**config.mk**
```make
export PLATFORM = sky130hd
export DESIGN_NAME = tdma_uplink_slot_owner
export DESIGN_NICKNAME = d
export VERILOG_FILES = /design/src/sv/tuso_pkg.sv /design/src/sv/tuso_core.sv /design/src/sv/tdma_uplink_slot_owner.sv
export SDC_FILE = /design/constraint.sdc
export NUM_CORES = 1
export LEC_CHECK = 0
export ABC_AREA = 1
export ABC_CLOCK_PERIOD_IN_PS = 14800
export BUFFER_PORTS_ARGS = -buffer_cell sky130_fd_sc_hd__buf_4
export CAP_MARGIN = 20
export CORE_UTILIZATION = 30
export DETAILED_ROUTE_END_ITERATION = 10
export GPL_ROUTABILITY_DRIVEN = 0
export PLACE_DENSITY_LB_ADDON = 0.25
export SLEW_MARGIN = 20
export SYNTH_ARGS = -nofsm -noshare
export SYNTH_HDL_FRONTEND = slang
export SYNTH_SLANG_ARGS = --single-unit
export TNS_END_PERCENT = 30
```
**constraint.sdc**
```tcl
create_clock -name clk -period 14.8 [get_ports clk]
set_input_delay 0.74 -clock clk [delete_from_list [all_inputs] [get_ports clk]]
set_output_delay 0.74 -clock clk [all_outputs]
set_load 0.005 [all_outputs]
```
**src/sv/tuso_pkg.sv**
```systemverilog
// ----------------------------------------------------------------------------
// Uplink slot owner - shared package
// Operation codes, register indexes, configuration and result types.
// ----------------------------------------------------------------------------
package tuso_pkg;

	localparam logic OP_ALIGN = 1'b0;
	localparam logic OP_TAKE  = 1'b1;

	localparam int CFG_IDX_W = 3;
	localparam logic [CFG_IDX_W-1:0] REG_SUPERFRAME_DURATION = 3'd0;
	localparam logic [CFG_IDX_W-1:0] REG_TILE_DURATION       = 3'd1;
	localparam logic [CFG_IDX_W-1:0] REG_UPLINKS_PER_SF      = 3'd2;
	localparam logic [CFG_IDX_W-1:0] REG_TILE_COUNT          = 3'd3;
	localparam logic [CFG_IDX_W-1:0] REG_UPLINK_TILE_MASK    = 3'd4;
	localparam logic [CFG_IDX_W-1:0] REG_DATA_SLOT_DURATION  = 3'd5;
	localparam logic [CFG_IDX_W-1:0] REG_NODES_COUNT         = 3'd6;

	localparam int CFG_DATA_W = 32;
	localparam int TIME_W     = 63;
	localparam int NODE_W     = 8;

	typedef struct packed {
		logic [31:0] superframe_duration;
		logic [31:0] tile_duration;
		logic [5:0]  uplinks_per_superframe;
		logic [5:0]  tile_count;
		logic [31:0] uplink_tile_mask;
		logic [31:0] data_slot_duration;
		logic [7:0]  nodes_count;
	} cfg_t;

	typedef struct packed {
		logic              done;
		logic [NODE_W-1:0] owner;
	} res_t;

	// Owner span M = max(nodes_count, 2) - 1.
	function automatic logic [NODE_W-1:0] owner_span(input logic [NODE_W-1:0] nodes);
		logic [NODE_W-1:0] span;
		span = (nodes < 8'd2) ? 8'd1 : (nodes - 8'd1);
		return span;
	endfunction

	// Six-bit value modulo m (m >= 1), one bit per step.
	function automatic logic [NODE_W-1:0] mod_small(input logic [5:0] val,
			input logic [NODE_W-1:0] m);
		logic [NODE_W:0] r;
		r = '0;
		for (int i = 5; i >= 0; i--) begin
			r = {r[NODE_W-1:0], val[i]};
			if (r >= {1'b0, m}) begin
				r = r - {1'b0, m};
			end
		end
		return r[NODE_W-1:0];
	endfunction

endpackage

```
**src/sv/tuso_core.sv**
```systemverilog
// ----------------------------------------------------------------------------
// Uplink slot owner - align engine
// Bit-serial 64/32 division and tile walk on one subtractor, then phase reduction.
// ----------------------------------------------------------------------------
module tuso_core #(
	parameter int MAX_TILES = 32
) (
	input  logic                        clk,
	input  logic                        arst_n,
	input  logic                        start,
	input  logic [tuso_pkg::TIME_W-1:0] network_time,
	input  tuso_pkg::cfg_t              cfg,
	output tuso_pkg::res_t              res
);

	localparam int IDX_W = $clog2(MAX_TILES + 1) < 1 ? 1 : $clog2(MAX_TILES + 1);

	typedef enum logic [1:0] {
		ST_IDLE,
		ST_DIV,
		ST_WALK,
		ST_FIN
	} state_t;

	state_t                       state_q;
	logic [63:0]                  dvd_q;
	logic [31:0]                  rem_q;
	logic [31:0]                  sfd_q;
	logic [5:0]                   cnt_q;
	logic [IDX_W-1:0]             idx_q;
	logic [IDX_W-1:0]             tiles_q;
	logic [31:0]                  mask_q;
	logic [tuso_pkg::NODE_W-1:0]  m_q;
	logic [tuso_pkg::NODE_W-1:0]  upsm_q;
	logic [tuso_pkg::NODE_W-1:0]  acc_q;
	logic [tuso_pkg::NODE_W-1:0]  pm_q;
	tuso_pkg::res_t               res_q;

	logic [63:0]                  t_start;
	logic [tuso_pkg::NODE_W-1:0]  m_start;
	logic [IDX_W-1:0]             tiles_start;
	logic [32:0]                  op_a;
	logic [31:0]                  op_b;
	logic [33:0]                  diff;
	logic                         ge;
	logic [9:0]                   acc_s0;
	logic [9:0]                   acc_s1;
	logic [9:0]                   acc_s2;
	logic [tuso_pkg::NODE_W-1:0]  pm_inc;
	logic [8:0]                   phase_sum;
	logic [tuso_pkg::NODE_W-1:0]  phase;

	// Time plus half a data slot; fits 64 bits for any 63-bit time.
	assign t_start = {1'b0, network_time} + {32'd0, 1'b0, cfg.data_slot_duration[31:1]};
	assign m_start = tuso_pkg::owner_span(cfg.nodes_count);

	always_comb begin
		if (int'(cfg.tile_count) > MAX_TILES) begin
			tiles_start = IDX_W'(MAX_TILES);
		end else begin
			tiles_start = IDX_W'(cfg.tile_count);
		end
	end

	// Shared compare/subtract unit.
	always_comb begin
		if (state_q == ST_DIV) begin
			op_a = {rem_q, dvd_q[63]};
			op_b = sfd_q;
		end else begin
			op_a = {1'b0, rem_q};
			op_b = cfg.tile_duration;
		end
		diff = {1'b0, op_a} - {2'b00, op_b};
		ge   = !diff[33];
	end

	// Running (quotient * upsm) mod m, quotient bits MSB first.
	always_comb begin
		acc_s0 = {1'b0, acc_q, 1'b0} + (ge ? {2'b00, upsm_q} : 10'd0);
		acc_s1 = (acc_s0 >= {2'b00, m_q}) ? acc_s0 - {2'b00, m_q} : acc_s0;
		acc_s2 = (acc_s1 >= {2'b00, m_q}) ? acc_s1 - {2'b00, m_q} : acc_s1;
	end

	assign pm_inc    = ((pm_q + 8'd1) == m_q) ? 8'd0 : (pm_q + 8'd1);
	assign phase_sum = {1'b0, acc_q} + {1'b0, pm_q};
	assign phase     = (phase_sum >= {1'b0, m_q}) ? 8'(phase_sum - {1'b0, m_q})
		: phase_sum[7:0];

	always_ff @(posedge clk or negedge arst_n) begin
		if (!arst_n) begin
			state_q <= ST_IDLE;
			res_q   <= '0;
		end else begin
			res_q.done <= (state_q == ST_FIN);
			unique case (state_q)
				ST_IDLE: begin
					if (start) begin
						state_q <= ST_DIV;
					end
				end
				ST_DIV: begin
					if (cnt_q == 6'd63) begin
						state_q <= ST_WALK;
					end
				end
				ST_WALK: begin
					if (idx_q == tiles_q || !ge) begin
						state_q <= ST_FIN;
					end
				end
				ST_FIN: begin
					res_q.owner <= m_q - phase;
					state_q     <= ST_IDLE;
				end
				default: state_q <= ST_IDLE;
			endcase
		end
	end

	// Datapath registers.
	always_ff @(posedge clk) begin
		unique case (state_q)
			ST_IDLE: begin
				if (start) begin
					dvd_q   <= t_start;
					rem_q   <= '0;
					sfd_q   <= (cfg.superframe_duration == 32'd0) ? 32'd1
						: cfg.superframe_duration;
					cnt_q   <= '0;
					idx_q   <= '0;
					tiles_q <= tiles_start;
					mask_q  <= cfg.uplink_tile_mask;
					m_q     <= m_start;
					upsm_q  <= tuso_pkg::mod_small(cfg.uplinks_per_superframe, m_start);
					acc_q   <= '0;
					pm_q    <= '0;
				end
			end
			ST_DIV: begin
				rem_q <= ge ? diff[31:0] : op_a[31:0];
				dvd_q <= {dvd_q[62:0], 1'b0};
				acc_q <= acc_s2[7:0];
				cnt_q <= cnt_q + 6'd1;
			end
			ST_WALK: begin
				if (idx_q != tiles_q && ge) begin
					rem_q  <= diff[31:0];
					mask_q <= {1'b0, mask_q[31:1]};
					idx_q  <= idx_q + IDX_W'(1);
					if (mask_q[0]) begin
						pm_q <= pm_inc;
					end
				end
			end
			default: begin
			end
		endcase
	end

	assign res = res_q;

endmodule

```
**src/sv/tdma_uplink_slot_owner.sv**
```systemverilog
// A take's result is registered into the output register, or into hold_q while
// the output stalls; an align runs the division, tile walk and ST_FIN first.
// One take item per cycle while the output is not stalled; no item is taken
// until an align result is loaded. The bit-serial 64/32 division and the tile
// walk share one 33-bit subtractor. arst_n clears config to defaults, owner to 0.
// ----------------------------------------------------------------------------
// Uplink slot owner tracker
// Aligns the uplink slot owner to a network time and steps it per uplink slot.
// ----------------------------------------------------------------------------
module tdma_uplink_slot_owner #(
	parameter int MAX_TILES = 32
) (
	input  logic                                 clk,
	input  logic                                 arst_n,
	// Input items
	input  logic                                 s_axis_tvalid,
	output logic                                 s_axis_tready,
	input  logic [63:0]                          s_axis_tdata,   // [62:0] network_time
	input  logic                                 s_axis_tuser,   // [0] op
	// Result items
	output logic                                 m_axis_tvalid,
	input  logic                                 m_axis_tready,
	output logic [7:0]                           m_axis_tdata,   // [7:0] node
	// Configuration writes
	input  logic                                 cfg_we,
	input  logic [tuso_pkg::CFG_IDX_W-1:0]       cfg_index,
	input  logic [tuso_pkg::CFG_DATA_W-1:0]      cfg_wdata
);

	// Top-level sequencer: idle, waiting for the align engine, or holding a
	// finished result until the output register frees up.
	typedef enum logic [1:0] {
		ST_IDLE,
		ST_BUSY,
		ST_HOLD
	} state_t;

	state_t                       state_q;
	tuso_pkg::cfg_t               cfg_q;
	logic [tuso_pkg::NODE_W-1:0]  owner_q;
	logic [tuso_pkg::NODE_W-1:0]  hold_q;
	logic                         m_valid_q;
	logic [tuso_pkg::NODE_W-1:0]  m_data_q;

	logic                         in_acc;
	logic                         out_free;
	logic                         out_load;
	logic                         align_start;
	logic [tuso_pkg::NODE_W-1:0]  span;
	logic [tuso_pkg::NODE_W-1:0]  take_next;
	tuso_pkg::res_t               core_res;

	assign s_axis_tready = (state_q == ST_IDLE);
	assign in_acc        = s_axis_tvalid && s_axis_tready;
	assign out_free      = !m_valid_q || m_axis_tready;
	assign align_start   = in_acc && (s_axis_tuser == tuso_pkg::OP_ALIGN);

	// Load the output register from a take, a finished align or a held result.
	assign out_load = out_free && ((in_acc && (s_axis_tuser == tuso_pkg::OP_TAKE))
		|| ((state_q == ST_BUSY) && core_res.done) || (state_q == ST_HOLD));

	// Step the owner down; wrap from 1 (or 0 after reset) to the span.
	assign span      = tuso_pkg::owner_span(cfg_q.nodes_count);
	assign take_next = (owner_q <= 8'd1) ? span : (owner_q - 8'd1);

	// Configuration registers; drop writes to unknown indexes.
	always_ff @(posedge clk or negedge arst_n) begin
		if (!arst_n) begin
			cfg_q.superframe_duration    <= 32'd1;
			cfg_q.tile_duration          <= 32'd1;
			cfg_q.uplinks_per_superframe <= 6'd0;
			cfg_q.tile_count             <= 6'd1;
			cfg_q.uplink_tile_mask       <= 32'd0;
			cfg_q.data_slot_duration     <= 32'd0;
			cfg_q.nodes_count            <= 8'd2;
		end else if (cfg_we) begin
			unique case (cfg_index)
				tuso_pkg::REG_SUPERFRAME_DURATION: cfg_q.superframe_duration <= cfg_wdata;
				tuso_pkg::REG_TILE_DURATION:       cfg_q.tile_duration <= cfg_wdata;
				tuso_pkg::REG_UPLINKS_PER_SF:
					cfg_q.uplinks_per_superframe <= cfg_wdata[5:0];
				tuso_pkg::REG_TILE_COUNT:          cfg_q.tile_count <= cfg_wdata[5:0];
				tuso_pkg::REG_UPLINK_TILE_MASK:    cfg_q.uplink_tile_mask <= cfg_wdata;
				tuso_pkg::REG_DATA_SLOT_DURATION:  cfg_q.data_slot_duration <= cfg_wdata;
				tuso_pkg::REG_NODES_COUNT:         cfg_q.nodes_count <= cfg_wdata[7:0];
				default: begin
				end
			endcase
		end
	end

	// Align engine: division, tile walk and phase reduction.
	tuso_core #(
		.MAX_TILES (MAX_TILES)
	) u_core (
		.clk          (clk),
		.arst_n       (arst_n),
		.start        (align_start),
		.network_time (s_axis_tdata[tuso_pkg::TIME_W-1:0]),
		.cfg          (cfg_q),
		.res          (core_res)
	);

	// Sequencer, owner state and output register.
	always_ff @(posedge clk or negedge arst_n) begin
		if (!arst_n) begin
			state_q   <= ST_IDLE;
			owner_q   <= '0;
			hold_q    <= '0;
			m_valid_q <= 1'b0;
			m_data_q  <= '0;
		end else begin
			// Fill the output register, or drain it when the sink takes the item.
			if (out_load) begin
				m_valid_q <= 1'b1;
			end else if (m_axis_tready) begin
				m_valid_q <= 1'b0;
			end
			unique case (state_q)
				ST_IDLE: begin
					if (in_acc) begin
						if (s_axis_tuser == tuso_pkg::OP_TAKE) begin
							// Report the owner before stepping it.
							owner_q <= take_next;
							if (out_free) begin
								m_data_q <= owner_q;
							end else begin
								hold_q  <= owner_q;
								state_q <= ST_HOLD;
							end
						end else begin
							state_q <= ST_BUSY;
						end
					end
				end
				ST_BUSY: begin
					if (core_res.done) begin
						owner_q <= core_res.owner;
						if (out_free) begin
							m_data_q <= core_res.owner;
							state_q  <= ST_IDLE;
						end else begin
							hold_q  <= core_res.owner;
							state_q <= ST_HOLD;
						end
					end
				end
				ST_HOLD: begin
					if (out_free) begin
						m_data_q <= hold_q;
						state_q  <= ST_IDLE;
					end
				end
				default: state_q <= ST_IDLE;
			endcase
		end
	end

	assign m_axis_tvalid = m_valid_q;
	assign m_axis_tdata  = m_data_q;

endmodule

```
==> results.yml <==
status:
  status: "complete, no violations"
job:
  max-cap-violations: 0
placed_design:
  place.detailed.hpwl_mm: 51.70
  dp_slack_ns: 3.209
  io_buffers: 113
  dp.cells: 4433
die:
  initial_core_util_pct: 30.39
  die_y_um: 296.4
  die-width_um: 296.4
  pin_count: 115
  design.die.area_um2: 87840
  core_um2: 85550
  row_count: 107
global_routing:
  grt.overflow.total: 0
  grt_usage_pct: 16.15
  grt_pass1_vias: 20560
  grt_pass1_wl_mm: 112.8
  antenna_found_initial: 2
  grt_max_degree: 94
yosys:
  synth-seq-cells: 395
  syn_inst: 3279
  syn-num-nets: 3562
  yosys_warnings: 0
  synth_edf_count: 210
  syn_area_per_cell_um2: 7.928
  ys_types: 53
  synth_largest_area_cell: "edfxtp_1"
  synth_top_area_share_pct: 24.26
  synthFlopType: "edfxtp_1"
  seq_area_frac_synth_pct: 42.08
  synth_area_um2: 26000
  ys_top_cells_by_area: "edfxtp_1 (24%), dfrtp_1 (17%), nand2_1 (13%)"
  synthArstFlopShare_pct: 46.84
clock_tree:
  clkTransAtPathRegs_ns: 0.06
  clk_latency_ns: 0.59
  cts_root_buf: "clkbuf_16"
  cts_tree: "yes"
  numCtsBuffers: 44
  postCtsResizedCells: 0
  cts.sinks: 395
  post-cts-setup-buffer-count: 0
  ctsLongestPathBuffers: 3
  cts_max_level: 2
  cts_hold_buf: 0
worst_setup_path:
  worstReg2RegStart: "cfg_q[1]$_DFFE_PN1P_"
  crit_required_ns: 15.13
  critical_path_class: "register to register"
  critPathSlowestCell: "dfstp_2"
  end_kind: "register"
  cp_num_buf_inv: 7
  rr_worst_depth: 69
  cpPeakStageDelay_ns: 0.55
  cp-start-kind: "register"
  cpMostUsedCell: "nand2_1"
  crit_family: "compound AO/OA/AOI/OAI gates"
  worstPathMaxFanout: 13
  arrival_ns: 12.00
  r2r_end: "u_core.upsm_q[7]$_DFFE_PP_"
  reg2reg_setup_slack_ns: 3.14
drt:
  finalWirelength_mm: 70.47
  drcViolationCount: 0
  ant_nets: 0
  post_drt_wl_per_cell_um: 15.61
  vias: 21300
  viasPerCell: 4.717
  drtPass1Iterations: 5
  drt-initial-drc-count: 1342
final_layout:
  fill_cells: 9042
  drive_above_1_share_pct: 8.279
  layout_commonest_cell: "nand2_1"
  final_cells: 4515
  nets: 3618
  final_cell_mix: "nand2_1 (867), inv_1 (396), o21ai_0 (304)"
  area_growth_pct: 13.22
sta:
  fin_skew_ns: 0.04269
  fin_ws_ns: 3.137
  fin_hold_ws_ns: 0.1684
  setup_viol: 0
  clock.fmax_ghz: 0.08574
  timing_hold_violations_final: 0
  timing.final.crit_share_pct: 78.81
  fin_crit_ns: 11.66
  rsz0062_at_grt: "false"
  slew_violations: 0
  worstMarginPinSlew_ns: 1.069
  relSlewSlack_pct: 28.73
  setup_tns_ns: 0
worst_hold_path:
  hold_class: "input pin to async pin"
-- how the worst max path moves through the flow --
| stage | from | cells past startpoint | slack, ns | end |
|---|---|---|---|---|
| after floorplan | cfg_q[1]$_DFFE_PN1P_ | 74 | 4.89 | u_core.upsm_q[6]$_DFFE_PP_ |
| after global routing | cfg_q[1]$_DFFE_PN1P_ | 71 | 1.86 | u_core.upsm_q[4]$_DFFE_PP_ |
| after detailed placement | cfg_q[1]$_DFFE_PN1P_ | 69 | 3.21 | u_core.upsm_q[7]$_DFFE_PP_ |
| after CTS | cfg_q[1]$_DFFE_PN1P_ | 69 | 3.11 | u_core.upsm_q[1]$_DFFE_PP_ |
| after global placement | cfg_q[1]$_DFFE_PN1P_ | 69 | 3.27 | u_core.upsm_q[1]$_DFFE_PP_ |
| final | cfg_q[1]$_DFFE_PN1P_ | 69 | 3.14 | u_core.upsm_q[7]$_DFFE_PP_ |
-- Yosys cell counts, drive strengths merged, types with 13 or more instances --
cell type,count
edfxtp,210
nand3,116
mux2i,31
nand4,26
or2,31
nor2,233
o21ai,319
xor2,82
nand2,879
a21oi,196
nor4,31
ha,165
fa,13
nor3,41
xnor2,42
dfrtp,181
o21a,18
clkbuf,107
a31oi,51
inv,401
-- kinds of logic (layout without fill, tap and decap cells) --
logic type / after synthesis / after routing / share of synthesized area, %
simple gates: 1374 / 1374 / 22.21
compound gates: 656 / 656 / 13.81
buf+inv: 521 / 612 / 7.590
flops: 395 / 395 / 42.08
fa+ha+maj: 178 / 178 / 8.942
xor+xnor: 124 / 124 / 4.177
mux: 31 / 31 / 1.194
other cells: 0 / 1 / 0
-- state kept, by name, summed over array words and instances (netlist names), 6 cells and up --
name,count
u_core.m_q,8
u_core.idx_q,6
u_core.upsm_q,8
u_core.mask_q,32
owner_q,8
u_core.dvd_q,64
hold_q,8
u_core.tiles_q,6
u_core.pm_q,8
u_core.rem_q,32
u_core.sfd_q,32
u_core.cnt_q,6
m_axis_tdata,8
cfg_q,147
u_core.acc_q,8
u_core.res,9
-- through the flow --
| step | area, µm² | util [%] |
|---|---|---|
| final | 29430 | 34.41 |
| after global routing | 29430 | 34.40 |
| after CTS | 29420 | 34.39 |
| after detailed placement | 28010 | 32.74 |
| after global placement | 28010 | 32.74 |
| after floorplan | 26000 | - |
-- worst reg2reg max path: cells and delay by family, from the launching register on --
kind            cells  cell delay, ns
compound gates     21            4.31
fa+ha+maj           7            2.01
buf+inv             7            0.58
flops               1            0.55
simple gates       34            3.94
-- per-layer routing --
metal	wire length, µm	vias up	part of all wire, %	GRT usage (%)
met4	1367	4	1.9	3.684
met5	22	-	0.031	0
met3	2506	86	3.6	2.055
met1	34770	9870	49	22.67
met2	31800	320	45	26.35
li1	-	11020	-	-
-- area by class of cell --
class                   count  area, µm²  share of cell area [%]
multi-input cells        2363      13170                   44.74
clock inverters            21      216.5                  0.7354
well taps                1144       1431                   4.863
inverters                 402       1509                   5.126
repair buffers            129      974.7                   3.311
diodes                      1      2.502                0.008502
clock buffers              60       1191                   4.047
flip-flops and latches    395      10940                   37.17
Power is left out: the tool's default activity adds up to more than one toggle a clock period on the data nets, which glitch-free logic cannot reach.
